==> src/hw/rtl/assert_macros.svh <==
// assertion macros used by the transfer rate meter top level
`ifndef ASSERT_MACROS_SVH
`define ASSERT_MACROS_SVH
`ifndef SYNTHESIS
`define ASSERT_PROP(lbl, clk, rst_n, prop) \
    lbl: assert property (@(posedge clk) disable iff (!(rst_n)) prop) \
        else $error("assertion failed");
`define ASSERT_NEVER(lbl, clk, rst_n, expr) \
    lbl: assert property (@(posedge clk) disable iff (!(rst_n)) !(expr)) \
        else $error("forbidden condition seen");
`else
`define ASSERT_PROP(lbl, clk, rst_n, prop)
`define ASSERT_NEVER(lbl, clk, rst_n, expr)
`endif
`endif

==> src/hw/rtl/trm_pkg.sv <==
// shared constants and types for the transfer rate meter
package trm_pkg;

    localparam int FRAC_BITS = 8;
    localparam int BYTES_W   = 31;
    localparam int MS_W      = 31;
    localparam int CFG_W     = 10;
    localparam int MUL_W     = 10;
    localparam int NUM_W     = BYTES_W + MUL_W + FRAC_BITS;
    localparam int RATE_W    = 49;
    localparam int SCALED_W  = 19;
    localparam int UNIT_W    = 2;
    localparam int CNT_W     = $clog2(NUM_W + 1);

    localparam logic [MUL_W-1:0]  BYTES_TO_MS   = MUL_W'(1000);
    localparam logic [CFG_W-1:0]  CFG_RESET     = CFG_W'(1);
    localparam logic [63:0]       RATE_MAX      = (64'd1 << RATE_W) - 64'd1;

    localparam logic [UNIT_W-1:0] UNIT_B  = 2'd0;
    localparam logic [UNIT_W-1:0] UNIT_KB = 2'd1;
    localparam logic [UNIT_W-1:0] UNIT_MB = 2'd2;
    localparam logic [UNIT_W-1:0] UNIT_GB = 2'd3;

    typedef struct packed {
        logic busy;
        logic done;
    } t_div_stat;

endpackage

==> src/hw/rtl/transfer_rate_meter.sv <==
// transfer rate meter top level: sequencer, rise limit and unit scaling
// an accepted input transfer passes the load, divide, cap and output states before its result is registered
// items are taken one at a time, each passing through the 49-step restoring divider
// input stall stays high from acceptance until the result is loaded into the output register
// a finished result may wait in the output register while the next item is accepted
// synchronous active-low reset clears the sequencer, the output valid, the previous rate and sets the interval to 1
`include "assert_macros.svh"
module transfer_rate_meter (
    input  logic                         i_clk,
    input  logic                         i_rst_n,
    input  logic                         i_cfg_valid,
    output logic                         o_cfg_ready,
    input  logic [trm_pkg::CFG_W-1:0]    i_zero_interval_ms,
    input  logic                         i_in_valid,
    output logic                         o_in_stall,
    input  logic [trm_pkg::BYTES_W-1:0]  i_byte_count,
    input  logic [trm_pkg::MS_W-1:0]     i_elapsed_ms,
    output logic                         o_out_valid,
    input  logic                         i_out_stall,
    output logic [trm_pkg::SCALED_W-1:0] o_scaled_rate,
    output logic [trm_pkg::UNIT_W-1:0]   o_unit_code
);
    import trm_pkg::*;

    localparam logic [2:0] S_IDLE = 3'd0;
    localparam logic [2:0] S_LOAD = 3'd1;
    localparam logic [2:0] S_DIV  = 3'd2;
    localparam logic [2:0] S_CAP  = 3'd3;
    localparam logic [2:0] S_OUT  = 3'd4;

    logic [2:0]          r_state;
    logic [CFG_W-1:0]    r_cfg;
    logic [NUM_W-1:0]    r_num;
    logic [MS_W-1:0]     r_ms;
    logic [RATE_W-1:0]   r_rate;
    logic [RATE_W-1:0]   r_prev;
    logic                r_out_valid;
    logic [SCALED_W-1:0] r_scaled;
    logic [UNIT_W-1:0]   r_unit;

    logic                in_xfer;
    logic                out_free;
    logic [MS_W-1:0]     ms_sel;
    logic [NUM_W-1:0]    num_prod;
    logic [NUM_W-1:0]    quotient;
    t_div_stat           div_stat;
    logic                q_sat;
    logic [RATE_W:0]     cap;
    logic [RATE_W-1:0]   capped;
    logic [RATE_W-1:0]   shifted;
    logic [UNIT_W-1:0]   unit_sel;

    assign o_cfg_ready = 1'b1;
    assign in_xfer     = i_in_valid && !o_in_stall;
    assign o_in_stall  = (r_state != S_IDLE);
    assign out_free    = !r_out_valid || !i_out_stall;

    // substitute interval, zero config acts as one
    always_comb begin
        if (i_elapsed_ms != '0) begin
            ms_sel = i_elapsed_ms;
        end else if (r_cfg != '0) begin
            ms_sel = MS_W'(r_cfg);
        end else begin
            ms_sel = MS_W'(1);
        end
    end

    assign num_prod = (NUM_W'(i_byte_count) * NUM_W'(BYTES_TO_MS)) << FRAC_BITS;

    trm_div u_div (
        .i_clk      (i_clk),
        .i_rst_n    (i_rst_n),
        .i_start    (r_state == S_LOAD),
        .i_dividend (r_num),
        .i_divisor  (r_ms),
        .o_quotient (quotient),
        .o_stat     (div_stat)
    );

    assign q_sat = 64'(quotient) > RATE_MAX;

    // rise limit
    always_comb begin
        cap    = {1'b0, r_prev} + {2'b00, r_prev[RATE_W-1:1]};
        capped = r_rate;
        if (r_prev != '0 && r_rate > r_prev && {1'b0, r_rate} > cap) begin
            capped = cap[RATE_W-1:0];
        end
    end

    // unit selection
    always_comb begin
        priority if ((r_rate >> (FRAC_BITS + 10)) == '0) begin
            unit_sel = UNIT_B;
            shifted  = r_rate;
        end else if ((r_rate >> (FRAC_BITS + 20)) == '0) begin
            unit_sel = UNIT_KB;
            shifted  = r_rate >> 10;
        end else if ((r_rate >> (FRAC_BITS + 30)) == '0) begin
            unit_sel = UNIT_MB;
            shifted  = r_rate >> 20;
        end else begin
            unit_sel = UNIT_GB;
            shifted  = r_rate >> 30;
        end
    end

    always_ff @(posedge i_clk) begin
        if (!i_rst_n) begin
            r_state     <= S_IDLE;
            r_cfg       <= CFG_RESET;
            r_prev      <= '0;
            r_out_valid <= 1'b0;
        end else begin
            if (i_cfg_valid && o_cfg_ready) begin
                r_cfg <= i_zero_interval_ms;
            end
            if (r_out_valid && !i_out_stall && r_state != S_OUT) begin
                r_out_valid <= 1'b0;
            end
            unique case (r_state)
                S_IDLE: begin
                    if (in_xfer) begin
                        r_state <= S_LOAD;
                    end
                end
                S_LOAD: begin
                    r_state <= S_DIV;
                end
                S_DIV: begin
                    if (div_stat.done) begin
                        r_state <= S_CAP;
                    end
                end
                S_CAP: begin
                    r_prev  <= capped;
                    r_state <= S_OUT;
                end
                S_OUT: begin
                    if (out_free) begin
                        r_out_valid <= 1'b1;
                        r_state     <= S_IDLE;
                    end
                end
                default: begin
                    r_state <= S_IDLE;
                end
            endcase
        end
    end

    always_ff @(posedge i_clk) begin
        if (in_xfer) begin
            r_num <= num_prod;
            r_ms  <= ms_sel;
        end
        if (r_state == S_DIV && div_stat.done) begin
            r_rate <= q_sat ? RATE_W'(RATE_MAX) : quotient[RATE_W-1:0];
        end
        if (r_state == S_CAP) begin
            r_rate <= capped;
        end
        if (r_state == S_OUT && out_free) begin
            r_scaled <= shifted[SCALED_W-1:0];
            r_unit   <= unit_sel;
        end
    end

    assign o_out_valid   = r_out_valid;
    assign o_scaled_rate = r_scaled;
    assign o_unit_code   = r_unit;

    `ASSERT_PROP(a_div_runs, i_clk, i_rst_n, (r_state == S_LOAD) |=> div_stat.busy)
    `ASSERT_NEVER(a_done_in_div, i_clk, i_rst_n, div_stat.done && (r_state != S_DIV))
    `ASSERT_PROP(a_out_from_seq, i_clk, i_rst_n, $rose(o_out_valid) |-> ($past(r_state) == S_OUT))
    `ASSERT_NEVER(a_busy_when_idle, i_clk, i_rst_n, div_stat.busy && (r_state == S_IDLE))

endmodule

==> src/hw/rtl/trm_div.sv <==
// restoring divider, one quotient bit per cycle
module trm_div (
    input  logic                      i_clk,
    input  logic                      i_rst_n,
    input  logic                      i_start,
    input  logic [trm_pkg::NUM_W-1:0] i_dividend,
    input  logic [trm_pkg::MS_W-1:0]  i_divisor,
    output logic [trm_pkg::NUM_W-1:0] o_quotient,
    output trm_pkg::t_div_stat        o_stat
);
    import trm_pkg::*;

    logic [NUM_W-1:0] r_quo;
    logic [MS_W-1:0]  r_rem;
    logic [MS_W-1:0]  r_dvs;
    logic [CNT_W-1:0] r_cnt;
    logic             r_busy;
    logic             r_done;

    logic [MS_W:0]    trial;
    logic [MS_W+1:0]  diff;
    logic             q_bit;

    assign trial = {r_rem, r_quo[NUM_W-1]};
    assign diff  = {1'b0, trial} - {2'b00, r_dvs};
    assign q_bit = ~diff[MS_W+1];

    always_ff @(posedge i_clk) begin
        if (!i_rst_n) begin
            r_busy <= 1'b0;
            r_done <= 1'b0;
            r_cnt  <= '0;
        end else begin
            r_done <= 1'b0;
            if (i_start) begin
                r_busy <= 1'b1;
                r_cnt  <= CNT_W'(NUM_W);
            end else if (r_busy) begin
                r_cnt <= r_cnt - CNT_W'(1);
                if (r_cnt == CNT_W'(1)) begin
                    r_busy <= 1'b0;
                    r_done <= 1'b1;
                end
            end
        end
    end

    always_ff @(posedge i_clk) begin
        if (i_start) begin
            r_quo <= i_dividend;
            r_rem <= '0;
            r_dvs <= i_divisor;
        end else if (r_busy) begin
            r_quo <= {r_quo[NUM_W-2:0], q_bit};
            r_rem <= q_bit ? diff[MS_W-1:0] : trial[MS_W-1:0];
        end
    end

    assign o_quotient  = r_quo;
    assign o_stat.busy = r_busy;
    assign o_stat.done = r_done;

endmodule

==> config.mk <==
export PLATFORM = sky130hd
export DESIGN_NAME = transfer_rate_meter
export DESIGN_NICKNAME = d
export VERILOG_FILES = /design/src/hw/rtl/trm_pkg.sv /design/src/hw/rtl/transfer_rate_meter.sv /design/src/hw/rtl/trm_div.sv
export VERILOG_INCLUDE_DIRS = /design/src /design/src/hw/rtl
export SDC_FILE = /design/constraint.sdc
export NUM_CORES = 1
export LEC_CHECK = 0
export ABC_AREA = 0
export ABC_CLOCK_PERIOD_IN_PS = 11400
export BUFFER_PORTS_ARGS = -buffer_cell sky130_fd_sc_hd__buf_4
export CAP_MARGIN = 0
export CORE_ASPECT_RATIO = 1.4
export CORE_MARGIN = 8
export CORE_UTILIZATION = 50
export DETAILED_ROUTE_END_ITERATION = 12
export GPL_ROUTABILITY_DRIVEN = 0
export PLACE_DENSITY = 0.67
export SYNTH_ARGS = -nofsm -noshare
export SYNTH_HDL_FRONTEND = slang
export SYNTH_SLANG_ARGS = --single-unit
==> constraint.sdc <==
create_clock -name i_clk -period 11.4 [get_ports i_clk]
set_input_delay 0.57 -clock i_clk [delete_from_list [all_inputs] [get_ports i_clk]]
set_output_delay 0.57 -clock i_clk [all_outputs]
set_load 0.01 [all_outputs]
==> results of run 1 <==
## worst paths after layout
kind,cells past startpoint,startpoint,end,slack [ns]
max reg2reg,22,r_prev[1],r_rate[41],4.40
min,1,i_elapsed_ms[13],r_ms[13],0.21
max,22,r_prev[1],r_rate[41],4.40
min reg2reg,0,r_ms[2],u_div.r_dvs[2],0.42
## through the flow
stage | power (W) | cells | setup slack, ns
after floorplan | 0.00350 | 2485 | 6.10
after global placement | 0.00390 | 3124 | 4.64
after detailed placement | 0.00396 | 3124 | 4.48
after CTS | 0.00509 | 3185 | 4.46
after global routing | 0.00545 | 3185 | 4.11
final | 0.00507 | 3185 | 4.40
## area by class of cell
type                       instances  area, um^2  area share
multi-input combinational       1896       15100       0.559
sequential                       321        8620       0.318
clock buffer                      44         898      0.0331
timing repair buffer             114         856      0.0316
tap                              637         797      0.0294
inverter                         156         586      0.0216
clock inverter                    17         206     0.00762
## worst max-delay path: stages (launching register included)
cell      delay, ns
dfxtp_1        0.37
ha_1           0.25
fa_1           0.44
a211oi_1       0.33
o211ai_1       0.20
a41o_1         0.32
a21oi_1        0.28
o21ai_1        0.22
a221o_1        0.47
a31oi_1        0.29
a221o_1        0.29
xnor2_1        0.09
ha_1           0.31
nand3_1        0.13
or4_1          0.62
nor4_1         0.25
a31oi_1        0.12
nand4_1        0.11
a31o_2         0.76
nor2_4         0.07
buf_4          0.36
mux2_4         0.39
a21oi_2        0.14
## per-layer routing
| metal | global-route usage | part of all wire | vias up |
|---|---|---|---|
| li1 | - | - | 9122 |
| met1 | 0.253 | 0.40 | 9104 |
| met2 | 0.378 | 0.50 | 498 |
| met3 | 0.0260 | 0.043 | 191 |
| met4 | 0.112 | 0.056 | 0 |
| met5 | 0 | 0 | - |
## logic make-up (layout without fill, tap and decap cells)
kind of cell / count (synthesis) / after routing
simple gates: 599 / 599
flops: 321 / 321
fa+ha+maj: 404 / 404
xor+xnor: 108 / 108
compound gates: 719 / 719
buf+inv: 268 / 331
other cells: 1 / 1
mux: 65 / 65
## synth_stat cells (all sizes together), types with 37 or more instances
| library cell | number |
|---|---|
| edfxtp | 219 |
| a21oi | 230 |
| nand4 | 37 |
| o21ai | 178 |
| nand3 | 39 |
| nand2 | 219 |
| ha | 288 |
| a21o | 100 |
| dfxtp | 102 |
| mux2i | 47 |
| xor2 | 41 |
| fa | 116 |
| inv | 156 |
| nor2 | 134 |
| clkbuf | 96 |
| xnor2 | 67 |
## power groups by stage
stage                     sequential [W]  clock (W)  combinational (W)
after floorplan                  0.00162          0            0.00188
after global placement           0.00164          0            0.00225
after detailed placement         0.00165          0            0.00231
after CTS                        0.00163    0.00114            0.00232
after global routing             0.00165    0.00119            0.00261
final                            0.00163    0.00112            0.00232
## sequential cells by signal (all words and copies together) (netlist names), 2 cells and up
name / count
u_div.r_dvs: 31
r_num: 38
o_unit_code: 2
u_div.r_rem: 31
u_div.r_cnt: 6
r_prev: 49
r_rate: 49
r_cfg: 10
u_div.o_quotient: 49
r_state: 3
o_scaled_rate: 19
r_ms: 31
==> reports/metrics.yaml, run 1 <==
global_route:
  grt_pass1_wl_um: 101000
  gr-usage-all-layers: 0.215
  antenna_found_initial: 0
  grt_max_degree: 107
  first_global_vias: 19346
  gr-total-overflow: 0
yosys:
  yosysWarnings: 0
  synthMuxAreaShare: 0.0296
  netlist_instances: 2485
  synth_compound_area_frac: 0.187
  ys_seq_area_frac: 0.348
  synth_top_area_frac: 0.265
  synth_ff_type: "edfxtp_1"
  synthAdderAreaFrac: 0.239
  synthXorXnorAreaFrac: 0.0382
  synth.cell_area_um2: 24800
  synthArstFlopShare: 0
  ys_seq_elements: 321
  synth_edf_count: 219
  yosys-top-cells-area: "edfxtp_1 27%, ha_1 15%, fa_1 9.4%"
  syn-num-nets: 2966
  yosys.area_share.simple: 0.115
  synth_top_family_by_area: "adder cells"
  avgSynthCellArea_um2: 9.97
  yosysTopAreaCell: "edfxtp_1"
  synth.distinct_cells: 80
floorplan:
  core_um2: 49000
  die-area_um2: 57100
  initial_core_util: 0.506
  die_y_um: 279
  rows: 96
  die_x_um: 204
  ios: 101
worst_hold_path:
  hp-class: "in2reg"
cts:
  cts_tree: "done"
  cts_resized: 0
  cts_root_buf: "clkbuf_16"
  h-tree-depth: 2
  postCtsSetupRepairBufs: 0
  postCtsHoldBufs: 0
  clockBufferDepth: 3
  clk_pin_slew_ns: 0.06
  cts_inserted_buffers: 34
  clock_latency_ns: 0.54
  clock_sinks: 321
worst_setup_path:
  cp.required_ns: 11.77
  startpoint_type: "register"
  crit_arrival_ns: 7.37
  worstPathMaxFanout: 47
  crit_path_end_kind: "register"
  path_class: "reg2reg"
job:
  cap_viol_max_count: 0
route:
  viasPerCell: 5.94
  dr.pass1.iters: 6
  drt_iter0_drc: 1107
  wl_per_cell_um: 19.4
  drc_errors: 0
  dr_total_vias: 18915
  wl_um: 61700
  ant_nets: 0
layout:
  layout_commonest_cell: "ha_1"
  layout-drive-gt1-share: 0.0907
  finish.utilization: 0.553
  final_cell_mix: "288 x ha_1, 219 x nand2_1, 219 x edfxtp_1"
  area_growth_pct: 9.33
  layout.nets: 3004
  antenna_cells: 0
  nFillCells: 4318
  final_area_um2: 27100
sta:
  fin_skew_ns: 0.0304
  whs_ns: 0.213
  final_period_minus_worst_setup_slack_ns: 7.00
  setup_viol: 0
  rsz0062_at_grt: "no"
  hold_viol: 0
  worst_pin_slew_ns: 1.03
  fin_tns_setup_ns: 0
  slew_viol_final: 0
  min_period_over_period: 0.614
  slew_headroom: 0.315
  fmax_ghz: 0.143
placed_design:
  dpl-instance-area_um2: 26000
  port_buffers: 99
  hpwlAfterDp_um: 47900
power:
  power_frac_clock: 0.221
  power.density_nw_per_um2: 187
  p_int_w: 0.00321
  seq_power_share: 0.321
  p_sw_w: 0.00186
  leakage_nw: 11.3
  comb_power_share: 0.458
  ir_drop_v: 0.000148
  swShare: 0.366
run_status:
  status: "finished clean"
Note: power is estimated with default switching activity, not from simulation.
==> run 2: changes to the inputs <==
--- a/config.mk
+++ b/config.mk
@@ -7,7 +7,7 @@
 export NUM_CORES = 1
 export LEC_CHECK = 0
 export ABC_AREA = 0
-export ABC_CLOCK_PERIOD_IN_PS = 11400
+export ABC_CLOCK_PERIOD_IN_PS = 7000
 export BUFFER_PORTS_ARGS = -buffer_cell sky130_fd_sc_hd__buf_4
 export CAP_MARGIN = 0
 export CORE_ASPECT_RATIO = 1.4
==> constraint.sdc (replaced) <==
create_clock -name i_clk -period 7 [get_ports i_clk]
set_input_delay 0.35 -clock i_clk [delete_from_list [all_inputs] [get_ports i_clk]]
set_output_delay 0.35 -clock i_clk [all_outputs]
set_load 0.01 [all_outputs]
==> reports/metrics.yaml, run 2 (same netlist as run 1, synthesis figures left out) <==
cts:
  cts_tree: "done"
  h-tree-depth: 2  # unchanged
  clockBufferDepth: 3  # unchanged
  cts_resized: 0  # unchanged
  clk_pin_slew_ns: 0.07  # about the same
  postCtsHoldBufs: 18  # +18
  cts_inserted_buffers: 35  # +2.9%
  cts_root_buf: "clkbuf_16"
  clock_sinks: 321  # unchanged
  postCtsSetupRepairBufs: 0  # unchanged
  clock_latency_ns: 0.54  # about the same
global_route:
  first_global_vias: 19619  # +1.4%
  gr-total-overflow: 0  # unchanged
  gr-usage-all-layers: 0.216  # +0.00170
  grt_max_degree: 97  # -9.3%
  antenna_found_initial: 0  # unchanged
  grt_pass1_wl_um: 101000  # +0.50%
worst_setup_path:
  path_class: "reg2reg"
  startpoint_type: "register"
  cp.required_ns: 7.28  # -4.49 ns
  slowest_stage: "or4_1"
  crit_buf_inv: 1  # unchanged
  reg2reg_slack_ns: 0.69  # -3.71 ns
  cp_common_cell: "a221o_1"
  crit_chain: "ha_1, fa_1, a211oi_1, o211ai_1, a41o_1, a21oi_1, o21ai_1, a221o_1, a31oi_1, a221o_1, xnor2_1, ha_1, nand3_1, or4_1, nor4_1, a31oi_1, nand4_1, a31o_2, buf_4, nor3_2, a221o_1"
  crit_family: "compound AO/OA/AOI/OAI gates"
  worstPathMaxFanout: 46  # -2.1%
  crit_arrival_ns: 6.59  # -0.78 ns
  crit_path_end_kind: "register"
  worstReg2RegEnd: "r_rate[47]"
  r2r_start: "r_prev[1]"
  critical_path_depth: 21  # -4.5%
  r2r_cells: 21  # -4.5%
  cpPeakStageDelay_ns: 0.56  # -0.20 ns
power:
  ir_drop_v: 0.000275  # +86%
  power.density_nw_per_um2: 304  # +63%
  leakage_nw: 11.4  # +1.1%
placed_design:
  port_buffers: 99  # unchanged
  hpwlAfterDp_um: 48600  # +1.4%
  preCtsSetupSlack_ns: 0.780  # -3.70 ns
  dpl-instance-area_um2: 26000  # +0.13%
layout:
  area_growth_pct: 10.3
  layout.nets: 3026  # +0.73%
  final_area_um2: 27300  # +0.91%
  layout_commonest_cell: "ha_1"
  antenna_cells: 0  # unchanged
  final_cell_mix: "288 x ha_1, 219 x nand2_1, 219 x edfxtp_1"
  nFillCells: 4282  # -0.83%
  layout-drive-gt1-share: 0.0941  # +0.00343
sta:
  rsz0062_at_grt: "no"
  fin_skew_ns: 0.0230  # -0.00734 ns
  fmax_ghz: 0.158  # +11%
  hold_viol: 0  # unchanged
  slew_viol_final: 0  # unchanged
  whs_ns: 0.0153  # -0.198 ns
  worst_pin_slew_ns: 0.909  # -0.119 ns
  slew_headroom: 0.394  # +0.0797
  final_period_minus_worst_setup_slack_ns: 6.31  # -0.691 ns
  fin_tns_setup_ns: 0  # unchanged
  min_period_over_period: 0.902  # +0.288
  fin_ws_ns: 0.686  # -3.71 ns
  setup_viol: 0  # unchanged
floorplan:
  initial_core_util: 0.506  # unchanged
  core_um2: 49000  # unchanged
  ios: 101  # unchanged
  die_y_um: 279  # unchanged
  rows: 96  # unchanged
  die_x_um: 204  # unchanged
  die-area_um2: 57100  # unchanged
route:
  dr.pass1.iters: 5  # -1
  viasPerCell: 5.93  # -0.12%
  wl_per_cell_um: 19.5  # +0.69%
  drt_iter0_drc: 1070  # -3.3%
  dr_total_vias: 19035  # +0.63%
  drc_errors: 0  # unchanged
  ant_nets: 0  # unchanged
  wl_um: 62500  # +1.5%
worst_hold_path:
  min_to: "r_ms[29]"
  hp-start: "i_elapsed_ms[29]"
  hold_path_depth: 1  # unchanged
  hp-class: "in2reg"
job:
  cap_viol_max_count: 0  # unchanged
run_status:
  status: "finished clean"
run 2: changes by cell type in the layout (fill, tap and decap cells not counted), moves of 2 or more:
| cell | before | now |
|---|---|---|
| dlygate4sd3_1 | 0 | 18 |
| clkbuf_1 | 9 | 5 |
| clkinv_2 | 1 | 8 |
| buf_4 | 114 | 116 |
run 2: final cells by class:
class	instances	area, um^2	share of cell area
clock buffer	41	908	0.0332
clock inverter	23	229	0.00837
inverter	156	586	0.0214
multi-input combinational	1896	15100	0.554
sequential	321	8620	0.315
tap	637	797	0.0291
timing repair buffer	135	1070	0.0392
run 2: worst max path at each step:
stage	start	end	slack, ns
after floorplan	r_prev[1]	r_rate[19]	1.70
after global placement	r_prev[1]	r_rate[47]	0.93
after global routing	r_prev[1]	r_rate[47]	0.33
after CTS	r_prev[1]	r_rate[47]	0.75
final	r_prev[1]	r_rate[47]	0.69
after detailed placement	r_prev[1]	r_rate[47]	0.78
run 2: metal layers:
metal	GRT usage	up-vias	wire length (um)
met1	0.252	9134	25100
met2	0.386	528	31100
met4	0.111	0	3490
met5	0	-	0
met3	0.0265	211	2840
li1	-	9162	-
run 2: worst reg2reg max path, stage by stage, from the launching register on:
cell      delay [ns]
dfxtp_1         0.36
ha_1            0.25
fa_1            0.44
a211oi_1        0.32
o211ai_1        0.20
a41o_1          0.33
a21oi_1         0.29
o21ai_1         0.20
a221o_1         0.45
a31oi_1         0.28
a221o_1         0.30
xnor2_1         0.09
ha_1            0.30
nand3_1         0.12
or4_1           0.56
nor4_1          0.25
a31oi_1         0.12
nand4_1         0.13
a31o_2          0.15
buf_4           0.45
nor3_2          0.17
a221o_1         0.31
run 2: power by group:
| part | internal (W) | switching [W] | leakage, nW |
|---|---|---|---|
| Sequential | 0.00249 | 0.000152 | 2.87 |
| Combinational | 0.00170 | 0.00212 | 8.02 |
| Clock | 0.00108 | 0.000768 | 0.558 |
| Total | 0.00528 | 0.00304 | 11.4 |
run 2: per-stage QoR:
step                      total power (W)  instances  utilization
after CTS                         0.00836       3209        0.558
after floorplan                   0.00569       2485            -
final                             0.00832       3209        0.558
after global routing              0.00895       3209        0.558
after detailed placement          0.00647       3127        0.531
after global placement            0.00636       3127        0.531
==> run 3: changes to the inputs <==
--- a/config.mk
+++ b/config.mk
@@ -11,7 +11,7 @@
 export BUFFER_PORTS_ARGS = -buffer_cell sky130_fd_sc_hd__buf_4
 export CAP_MARGIN = 0
 export CORE_ASPECT_RATIO = 1.4
-export CORE_MARGIN = 8
+export CORE_MARGIN = 5
 export CORE_UTILIZATION = 50
 export DETAILED_ROUTE_END_ITERATION = 12
 export GPL_ROUTABILITY_DRIVEN = 0
==> reports/metrics.yaml, run 3 (same netlist as run 1, synthesis figures left out) <==
route:
  wl_um: 61800  # -1.2%
  wl_per_cell_um: 19.3  # -1.2%
  ant_nets: 0  # unchanged
  drt_iter0_drc: 1009  # -5.7%
  dr.pass1.iters: 6  # +1
  viasPerCell: 5.96  # +0.55%
  dr_total_vias: 19145  # +0.58%
  drc_errors: 0  # unchanged
worst_setup_path:
  cp.required_ns: 7.28  # about the same
  worstReg2RegEnd: "r_rate[47]"
  reg2reg_slack_ns: 0.58  # -0.11 ns
  crit_start: "r_prev[1]"
  path_class: "reg2reg"
  r2r_cells: 20  # -4.8%
  r2r_start: "r_prev[1]"
  worstSetupEndpoint: "r_rate[47]"
  worstPathMaxFanout: 46  # unchanged
  startpoint_type: "register"
  crit_path_end_kind: "register"
  crit_arrival_ns: 6.70  # +0.11 ns
power:
  power.density_nw_per_um2: 306  # +0.62%
  comb_power_share: 0.454  # -0.005
  p_sw_w: 0.00304  # +0.18%
  leakage_nw: 11.5  # +0.13%
  swShare: 0.363  # -0.00209
  ir_drop_v: 0.000298  # +8.3%
  power_frac_clock: 0.229  # +0.006
  p_int_w: 0.00534  # +1.1%
  seq_power_share: 0.316  # -0.002
sta:
  fin_skew_ns: 0.0449  # +0.0219 ns
  fin_tns_setup_ns: 0  # unchanged
  slew_headroom: 0.217  # -0.178
  min_period_over_period: 0.918  # +0.0158
  slew_viol_final: 0  # unchanged
  final_period_minus_worst_setup_slack_ns: 6.42  # +0.111 ns
  worst_pin_slew_ns: 1.17  # +0.263 ns
  hold_viol: 0  # unchanged
  rsz0062_at_grt: "no"
  fmax_ghz: 0.156  # -1.7%
  setup_viol: 0  # unchanged
  fin_ws_ns: 0.575  # -0.111 ns
worst_hold_path:
  hp-start: "i_elapsed_ms[11]"
  hp-class: "in2reg"
cts:
  cts_tree: "done"
  postCtsSetupRepairBufs: 0  # unchanged
  clock_sinks: 321  # unchanged
  clock_latency_ns: 0.55  # about the same
  cts_resized: 0  # unchanged
  cts_root_buf: "clkbuf_16"
  clockBufferDepth: 3  # unchanged
  clk_pin_slew_ns: 0.06  # about the same
  cts_inserted_buffers: 35  # unchanged
  h-tree-depth: 2  # unchanged
layout:
  layout_commonest_cell: "ha_1"
  layout-drive-gt1-share: 0.0925  # -0.00159
  nFillCells: 4328  # +1.1%
  finish.utilization: 0.559  # +0.000791
  final_area_um2: 27400  # +0.14%
  antenna_cells: 0  # unchanged
  layout.nets: 3027  # +0.033%
  area_growth_pct: 10.5
  final_cell_mix: "288 x ha_1, 219 x nand2_1, 219 x edfxtp_1"
global_route:
  gr-usage-all-layers: 0.224  # +0.00798
  grt_pass1_wl_um: 99600  # -1.5%
  antenna_found_initial: 0  # unchanged
  gr-total-overflow: 0  # unchanged
  grt_max_degree: 102  # +5.2%
  first_global_vias: 19440  # -0.91%
floorplan:
  core_um2: 49000  # unchanged
  initial_core_util: 0.506  # unchanged
  ios: 101  # unchanged
  die_x_um: 198  # -2.9%
  die-area_um2: 54200  # -5.0%
  rows: 96  # unchanged
  die_y_um: 273  # -2.1%
run_status:
  status: "finished clean"
placed_design:
  port_buffers: 99  # unchanged
  hpwlAfterDp_um: 47600  # -2.1%
  preCtsSetupSlack_ns: 0.683  # -0.0967 ns
  dpl-instance-area_um2: 26000  # about the same
job:
  cap_viol_max_count: 0  # unchanged
-- run 3: metrics by stage --
stage               total power, W  instances  hold slack (ns)
floorplan                  0.00569       2485            0.400
CTS                        0.00843       3207         0.000656
global route               0.00899       3210          0.00175
detailed placement         0.00647       3127            0.405
finish                     0.00838       3210           0.0164
global placement           0.00635       3127            0.405
-- run 3: power by group through the flow --
stage	Sequential, W	Clock, W	Combinational [W]
final	0.00265	0.00192	0.00381
after global routing	0.00268	0.00204	0.00428
after CTS	0.00265	0.00196	0.00381
after detailed placement	0.00268	0	0.00378
after global placement	0.00267	0	0.00367
after floorplan	0.00263	0	0.00306
-- run 3: final cells by class --
cell class              instances  area (um^2)  share of cell area
clock buffers                  46          948              0.0346
repair buffers                136         1070              0.0390
well taps                     637          797              0.0291
inverters                     156          586              0.0214
clock inverters                18          230             0.00841
flip-flops and latches        321         8620               0.315
multi-input cells            1896        15100               0.553
-- run 3: layer usage --
metal | track usage | share of wire
met4 | 0.0943 | 0.048
met3 | 0.0233 | 0.038
met2 | 0.408 | 0.51
met5 | 0 | 0
met1 | 0.268 | 0.41
-- run 3: worst min path at each step --
stage,endpoint,slack (ns),cells after the start
final,r_ms[11],0.02,1
after global routing,r_ms[11],0.002,1
after detailed placement,u_div.r_dvs[3],0.40,0
after floorplan,u_div.r_dvs[0],0.40,0
after global placement,u_div.r_dvs[26],0.40,0
after CTS,r_ms[21],0.0007,1
-- run 3: critical path, stage by stage (launching register included) --
cell and delay (ns):
dfxtp_1 0.37, ha_1 0.25, fa_1 0.44, a211oi_1 0.34, o211ai_1 0.21, a41o_1 0.33, a31oi_1 0.50, o32ai_1 0.35
a211oi_1 0.43, nor3b_1 0.12, nand2b_1 0.21, ha_1 0.29, nand3_1 0.12, or4_1 0.60, nor4_1 0.26, a31oi_1 0.12
nand4_1 0.12, a31o_2 0.14, buf_4 0.43, nor3_2 0.16, a221o_1 0.36
-- run 3: what timing repair did --
item                                   CTS  global route
endpoints found under the hold margin   16             3
setup endpoints to repair                0             0
hold buffers                            16             3
